--- src/design/gs_divider.sv ---
// ----------------------------------------------------------------------------
// gs_divider: restoring divider, one quotient bit per cycle
// Divides a signed dividend by a signed divisor, truncating toward zero.
// ----------------------------------------------------------------------------
module gs_divider #(
	parameter int NumW = 64,
	parameter int DenW = 32
) (
	input  logic                   clk,
	input  logic                   arst_n,
	input  logic                   start,
	input  logic signed [NumW-1:0] num,
	input  logic signed [DenW-1:0] den,
	output logic                   busy,
	output logic signed [NumW-1:0] quot
);

	localparam int CntW = $clog2(NumW + 1);

	logic [NumW-1:0] mag_q;
	logic [DenW-1:0] den_q;
	logic [DenW:0]   rem_q;
	logic            neg_q;
	logic [CntW-1:0] cnt_q;
	logic [DenW:0]   trial;
	logic [DenW:0]   shifted;

	assign shifted = {rem_q[DenW-1:0], mag_q[NumW-1]};
	assign trial   = shifted - {1'b0, den_q};
	assign busy    = (cnt_q != '0);
	assign quot    = neg_q ? -$signed(mag_q) : $signed(mag_q);

	always_ff @(posedge clk or negedge arst_n) begin
		if (!arst_n) begin
			cnt_q <= '0;
		end else if (start) begin
			cnt_q <= CntW'(NumW);
		end else if (busy) begin
			cnt_q <= cnt_q - 1'b1;
		end
	end

	always_ff @(posedge clk) begin
		if (start) begin
			mag_q <= num[NumW-1] ? NumW'(-num) : NumW'(num);
			den_q <= den[DenW-1] ? DenW'(-den) : DenW'(den);
			neg_q <= num[NumW-1] ^ den[DenW-1];
			rem_q <= '0;
		end else if (busy) begin
			if (!trial[DenW]) begin
				rem_q <= trial;
				mag_q <= {mag_q[NumW-2:0], 1'b1};
			end else begin
				rem_q <= shifted;
				mag_q <= {mag_q[NumW-2:0], 1'b0};
			end
		end
	end

endmodule
--- config.mk ---
export PLATFORM = sky130hd
export DESIGN_NAME = gs_divider
export DESIGN_NICKNAME = d
export VERILOG_FILES = /design/src/design/gs_divider.sv
export SDC_FILE = /design/constraint.sdc
export NUM_CORES = 1
export LEC_CHECK = 0
export ABC_AREA = 1
export BUFFER_PORTS_ARGS = -buffer_cell sky130_fd_sc_hd__clkbuf_2
export CAP_MARGIN = 20
export CORE_MARGIN = 2
export CORE_UTILIZATION = 23
export DETAILED_ROUTE_END_ITERATION = 10
export SYNTH_ARGS = -nofsm -noshare
export SYNTH_HDL_FRONTEND = slang
export SYNTH_SLANG_ARGS = --single-unit
--- constraint.sdc ---
create_clock -name clk -period 5.4 [get_ports clk]
set_clock_uncertainty 0.05 [all_clocks]
set_input_delay 0.81 -clock clk [delete_from_list [all_inputs] [get_ports clk]]
set_output_delay 0.81 -clock clk [all_outputs]
set_load 0.05 [all_outputs]
==> results of run 1 <==
-- power breakdown --
part	internal (mW)	switching, mW	total (mW)
Sequential	1.34	0.196	1.54
Clock	0.813	0.462	1.27
Combinational	0.727	1.86	2.58
-- cells by family (layout without fill, tap and decap cells) --
| logic type | Yosys count | count (layout) |
|---|---|---|
| buf+inv | 397 | 547 |
| other cells | 0 | 2 |
| simple gates | 1317 | 1317 |
| xor+xnor | 134 | 134 |
| compound gates | 170 | 170 |
| fa+ha+maj | 37 | 37 |
| flops | 136 | 136 |
-- final cells by class --
cell class              instances  area [um^2]
diodes                          2         5.00
clock buffers                  17          425
well taps                     765          957
multi-input cells            1658         8280
repair buffers                170          871
flip-flops and latches        136         3730
inverters                     346         1300
clock inverters                14          204
fillers                      6587        42100
-- state kept, by name (all words and copies together), names as in the netlist --
name	cells
cnt_q	7
den_q	32
mag_q	64
neg_q	1
rem_q	32
-- worst max-delay path by stage --
stage / start / to / depth (start not counted)
2_1_floorplan: mag_q[0] / quot[54] / 12
3_3_place_gp: mag_q[0] / quot[62] / 13
3_5_place_dp: mag_q[0] / quot[62] / 13
4_1_cts: mag_q[0] / quot[62] / 13
5_1_grt: mag_q[0] / quot[62] / 13
6_report: mag_q[0] / quot[62] / 13
-- placed cells by master, fill, tap and decap left out, drive strengths merged, types with 4 or more instances in the layout --
cell type  count
clkinv         7
nor3          38
xnor2         25
inv          347
clkbuf       179
bufinv         5
o31ai          5
dfrtp          7
a21oi         37
nand3        185
nand2        678
nor2         330
buf            8
and2           4
ha            36
a31oi          4
edfxtp        97
nor4          10
dfxtp         32
nand3b        12
xor2         109
o21ai        118
nand4         51
-- stage by stage --
stage / setup WS [ps] / utilization / hold slack [ps] / power, mW
2_1_floorplan: 2150 / - / 384 / 3.43
4_1_cts: 1670 / 0.272 / 139 / 5.43
3_3_place_gp: 2180 / 0.261 / 405 / 4.13
5_1_grt: 1420 / 0.272 / 157 / 5.79
6_report: 1720 / 0.272 / 162 / 5.40
3_5_place_dp: 2150 / 0.261 / 410 / 4.13
-- critical path, cell delays in order (launching register included) --
cell and delay (ps):
edfxtp_1 430, inv_1 100, ha_1 180, nand3_2 110, nor2_4 220, nand2_2 120, nor2_4 120, nand2_1 140
nand2_2 140, nand3_2 130, nor2_2 180, nand2_1 90, xor2_1 130, clkbuf_2 290
-- routing by layer --
metal	up-vias	GRT usage	wire length, um
met5	-	0	96
li1	7203	-	-
met2	423	0.244	21100
met1	6484	0.225	23200
met4	16	0.0624	1690
met3	80	0.0264	2990
==> metrics.yaml, run 1 <==
floorplan:
  die_area_um2: 60900
  io_pins: 164
  num_rows: 88
  die_x_um: 247
  core_um2: 57900
  start_util: 0.234
  die_h_um: 247
synthesis:
  synthesis.nets: 2327
  synthArstFlopShare: 0.0515
  yosysUniqueCellTypes: 48
  synth_ff_type: "edfxtp_1"
  postSynthAreaPerCell_um2: 6.18
  yosysMostFrequentCell: "nand2_1"
  syn-cell-area_um2: 13500
  synth.area.mux_share: 0
  ys_ff_latch: 136
  netlist_top_cells_area: "edfxtp_1, nand2_1, inv_1, nor2_1, xor2_1"
  synth-compound-area-share: 0.0682
  synthCells: 2191
  synth_xor_area_frac: 0.0866
  synth-adder-area-share: 0.0347
  synth_top_family_by_area: "simple AND/OR/NAND/NOR gates"
  synth_edf_count: 97
  yosys.area.top_type: "edfxtp_1"
  synth.top_cell.area_share: 0.215
  yosysWarningCount: 0
  yosys.area_share.simple: 0.421
  synth_commonest_cells: "nand2_1, inv_1, nor2_1"
  synth-seq-area-share: 0.275
routing:
  drtIter0Drc: 969
  ant_nets: 0
  drc: 0
  wire_per_inst_um: 15.8
  routed_wirelength_mm: 49.1
  vias: 14200
  vias_per_cell: 4.57
  drtPass1Iterations: 5
timing:
  slew_viol_final: 0
  relSlewSlack: 0.427
  period_share: 0.682
  setup_violations: 0
  rsz0062_at_grt: "no"
  hold_viol: 0
  clock.fmax_mhz: 271
  worst_pin_slew_ps: 859
  period_minus_slack_ps: 3680
  tns_ps: 0
cells_and_area:
  fin_nets: 2465
  area_growth_pct: 16.4
  layoutNonFillerInstCount: 3108
  final_layout_size_suffix_gt1_frac: 0.119
  fin_area_um2: 15800
clock_tree:
  ctsLongestPathBuffers: 2
  clk_latency_ps: 430
  htreeDepth: 4
  post_cts_resized: 0
  cts_tree: "built"
  numCtsBuffers: 17
  ctsHoldBuffers: 0
  clkTransAtPathRegs_ps: 60
  cts_root_buf: "clkbuf_16"
  post-cts-setup-buffer-count: 0
  clock-sinks: 136
worst_hold_path:
  holdCritPathClass: "primary input to asynchronous set/reset pin"
placed_design:
  place_area_um2: 15100
  gp_congestion: 0.929
  dp_cells: 3075
  dp_hpwl_mm: 40.6
  place.port_buffers: 163
critical_path:
  cp.arrival_ps: 2820
  worstReg2RegStart: "mag_q[63]"
  path_class: "register to output pin"
  reg2regPathDepth: 17
  path_max_fanout: 6
  cp-start-kind: "register"
  r2r_setup_slack_ps: 2430
  r2r_end: "rem_q[21]"
  end_kind: "output pin"
  worstPathRequired_ps: 4540
global_route:
  grt_pass1_vias: 13000
  antenna_found_initial: 10
  grt.overflow.total: 0
  grt_max_degree: 76
  grt.total_usage: 0.160
  grt_pass1_wl_mm: 74.9
job:
  maxCapViolCount: 0
power:
  power.leakage_nw: 7.82
  power_density_nw_per_um2: 342
  irDropWorstVdd_v: 0.000233
status:
  status: "finished, final reports clean"
(Power assumes the default switching activity.)
==> run 2, diff against run 1 <==
--- a/config.mk
+++ b/config.mk
@@ -5,7 +5,7 @@
 export SDC_FILE = /design/constraint.sdc
 export NUM_CORES = 1
 export LEC_CHECK = 0
-export ABC_AREA = 1
+export ABC_AREA = 0
 export BUFFER_PORTS_ARGS = -buffer_cell sky130_fd_sc_hd__clkbuf_2
 export CAP_MARGIN = 20
 export CORE_MARGIN = 2
==> constraint.sdc (replaced) <==
create_clock -name clk -period 3.8 [get_ports clk]
set_clock_uncertainty 0.05 [all_clocks]
set_input_delay 0.57 -clock clk [delete_from_list [all_inputs] [get_ports clk]]
set_output_delay 0.57 -clock clk [all_outputs]
set_load 0.05 [all_outputs]
==> run 2 against run 1 <==
The flow now finishes with violations (setup timing). Sequential power is 39% higher. Register-to-register slack worse by 2000 ps. Design area is 13% lower. Worst hold slack better by 120 ps. Synthesized cell count is 45% lower. Global-route usage is 3.1 points lower. Area after synthesis is 23% lower. Sequential share of layout area is 3.4 points higher. Total power is 30% higher. Wire length is 38% lower. Largest cell class unchanged.
==> metrics.yaml, run 2 <==
status:
  status: "finished, violations left"
  violations: "setup timing"
critical_path:
  cp.arrival_ps: 3960  # +1140 ps
  path_common_cell: "or4_4"
  critPathBufInv: 1  # -1
  path_class: "register to output pin"
  max_stage_delay_ps: 550  # +120 ps
  reg2regPathDepth: 12  # -5
  cp-start-kind: "register"
  path_max_fanout: 5  # -1
  critPathSlowestCell: "or4_4"
  r2r_end: "rem_q[25]"
  r2r_setup_slack_ps: 390  # -2040 ps
  worstReg2RegStart: "mag_q[63]"
  worstPathRequired_ps: 3180  # -1360 ps
  crit_chain: "or4_4 > or3_4 > or4_4 > or4_4 > nor3b_4 > nand2_2 > or3_4 > o41ai_4 > xnor2_2 > buf_12"
  end_kind: "output pin"
  cpLargestDelayFamily: "simple AND/OR/NAND/NOR gates"
global_route:
  antenna_found_initial: 4  # -6
  grt_pass1_vias: 9282  # -29%
  top_usage_layer: "met2"
  grt.total_usage: 0.129  # -0.0311
  grtUsageMet1: 0.166  # -0.0590
  met2_usage: 0.213  # -0.0314
  use_met3: 0.0327  # +0.00633
  grt_pass1_wl_mm: 48.1  # -36%
  grt_max_degree: 76  # unchanged
  grt.overflow.total: 0  # unchanged
timing:
  period_share: 1.20
  slew_viol_final: 0  # unchanged
  rsz0062_at_grt: "yes"
  setup_violations: 34  # +34
  worst_slack_ps: -777  # -2490 ps
  hold_viol: 0  # unchanged
  whs_ps: 286  # +124 ps
  relSlewSlack: 0.505  # +0.0777
  worst_pin_slew_ps: 742  # -117 ps
  clock.fmax_mhz: 218
  period_minus_slack_ps: 4580
synthesis:
  yosys.area.top_type: "edfxtp_1"
  synth.top_cell.area_share: 0.281  # +0.0658
  yosysUniqueCellTypes: 66  # +38%
  synth_ff_type: "edfxtp_1"
  netlist_top_cells_area: "edfxtp_1, xnor2_1, dfxtp_1, xor2_1, a21oi_1"
  synth_edf_count: 97  # unchanged
  synth_commonest_cells: "nor2_1, nand2_1, xnor2_1"
  yosysWarningCount: 0  # unchanged
  ys_ff_latch: 136  # unchanged
  synthArstFlopShare: 0.0515  # unchanged
  synthCells: 1198  # -45%
  synthesis.nets: 1334  # -43%
  yosysMostFrequentCell: "nor2_1"
  synth-seq-area-share: 0.359  # +0.0842
  syn-cell-area_um2: 10400  # -23%
  postSynthAreaPerCell_um2: 8.66  # +40%
cells_and_area:
  largest_reg_flops: 64  # unchanged
  top_regs: "mag_q x64, den_q x32, rem_q x32"
  final_common_cell: "nor2_1"
  final_cell_mix: "nor2_1, clkbuf_2, nand2_1"
  antenna_cells: 0  # -2
  largest-register: "mag_q"
  final_layout_size_suffix_gt1_frac: 0.235  # +0.117
  area_growth_pct: 32.6
  fin_nets: 1534  # -38%
placed_design:
  place.port_buffers: 163  # unchanged
  dp_hpwl_mm: 23.3  # -43%
  gp_congestion: 0.894  # -3.8%
  dp_slack_ps: -344  # -2490 ps
clock_tree:
  clk_latency_ps: 450  # +20 ps
  cts_root_buf: "clkbuf_16"
  cts_tree: "built"
  numCtsBuffers: 17  # unchanged
  clkTransAtPathRegs_ps: 50  # about the same
  clock-sinks: 136  # unchanged
  htreeDepth: 4  # unchanged
  ctsLongestPathBuffers: 2  # unchanged
routing:
  routed_wirelength_mm: 30.3  # -38%
  wire_per_inst_um: 15.1  # -4.3%
  ant_nets: 0  # unchanged
  drtPass1Iterations: 5  # unchanged
  drtIter0Drc: 664  # -31%
  drc: 0  # unchanged
  vias: 9670  # -32%
  vias_per_cell: 4.83  # +5.6%
floorplan:
  die_x_um: 216  # -12%
  core_um2: 44400  # -23%
  start_util: 0.234  # -0.000379
  num_rows: 77  # -13%
  io_pins: 164  # unchanged
  die_area_um2: 46800  # -23%
  die_h_um: 216  # -12%
power:
  power_density_nw_per_um2: 510  # +49%
  irDropWorstVdd_v: 0.000308  # +32%
  power.leakage_nw: 5.34  # -32%
  power_mw: 7.02  # +30%
worst_hold_path:
  whs_endpoint: "den_q[0]"
  hold_depth: 1
  holdCritPathClass: "primary input to register"
  worstHoldStart: "den[0]"
job:
  maxCapViolCount: 0  # unchanged
run 2: stage by stage:
step / TNS (ps) / utilization / std cells / cell area, um^2
2_1_floorplan: -2010 / - / 1198 / 10500
3_3_place_gp: -3190 / 0.288 / 1965 / 12800
3_5_place_dp: -3880 / 0.288 / 1965 / 12800
4_1_cts: -15100 / 0.308 / 2000 / 13700
5_1_grt: -19110 / 0.310 / 2003 / 13800
6_report: -13070 / 0.310 / 2003 / 13800
run 2: what timing repair did:
| action | in CTS | in global routing |
|---|---|---|
| endpoints found under the setup margin | 45 | 45 |
| pin swaps | 8 | 5 |
| endpoints found under the hold margin | 7 | 0 |
| gates resized for setup | 54 | 18 |
| setup buffers | 2 | 3 |
| hold buffers | 1 | 0 |
run 2: layer usage:
layer  vias up  share of wire
met2       317           0.46
met1      4535           0.46
met5         -         0.0018
met4         8          0.016
li1       4774              -
met3        36          0.061
run 2: cell type report:
| cell class | count | area, um^2 |
|---|---|---|
| Fill cell | 4643 | 30700 |
| Clock inverter | 11 | 169 |
| Multi-Input combinational cell | 956 | 6500 |
| Inverter | 51 | 191 |
| Timing Repair Buffer | 236 | 1950 |
| Tap cell | 592 | 741 |
| Sequential cell | 136 | 3730 |
| Clock buffer | 21 | 480 |
run 2: kinds of logic (layout without fill, tap and decap cells):
group / after synthesis / count (layout) / synth area share
fa+ha+maj: 37 / 37 / 0.0454
xor+xnor: 180 / 180 / 0.152
buf+inv: 106 / 319 / 0.0387
mux: 8 / 8 / 0.00844
compound gates: 332 / 332 / 0.206
simple gates: 399 / 399 / 0.190
flops: 136 / 136 / 0.359
run 2: worst reg2reg max path, cell delays in order, from the launching register on:
cell and delay (ps):
edfxtp_1 420, inv_1 70, ha_1 220, fa_1 380
nand2b_1 210, a21oi_1 200, o21ai_0 220, o21ai_0 210
buf_4 160, o21ai_0 110, or2_2 410, or3_1 370
a311oi_1 270
run 2: where the power goes:
group          total [mW]  leakage [nW]  switching (mW)  internal (mW)
sequential           2.14          1.32           0.245           1.90
clock                1.83         0.319           0.660           1.17
combinational        3.05          3.70            1.82           1.24
run 2: how the worst max path moves through the flow:
stage,start,endpoint,slack [ps],depth (start not counted)
final,mag_q[35],quot[57],-780,10
after detailed placement,mag_q[35],quot[59],-340,10
after global placement,mag_q[35],quot[56],-310,10
after floorplan,mag_q[35],quot[57],-230,9
after global routing,mag_q[35],quot[57],-910,10
after CTS,mag_q[34],quot[61],-830,10
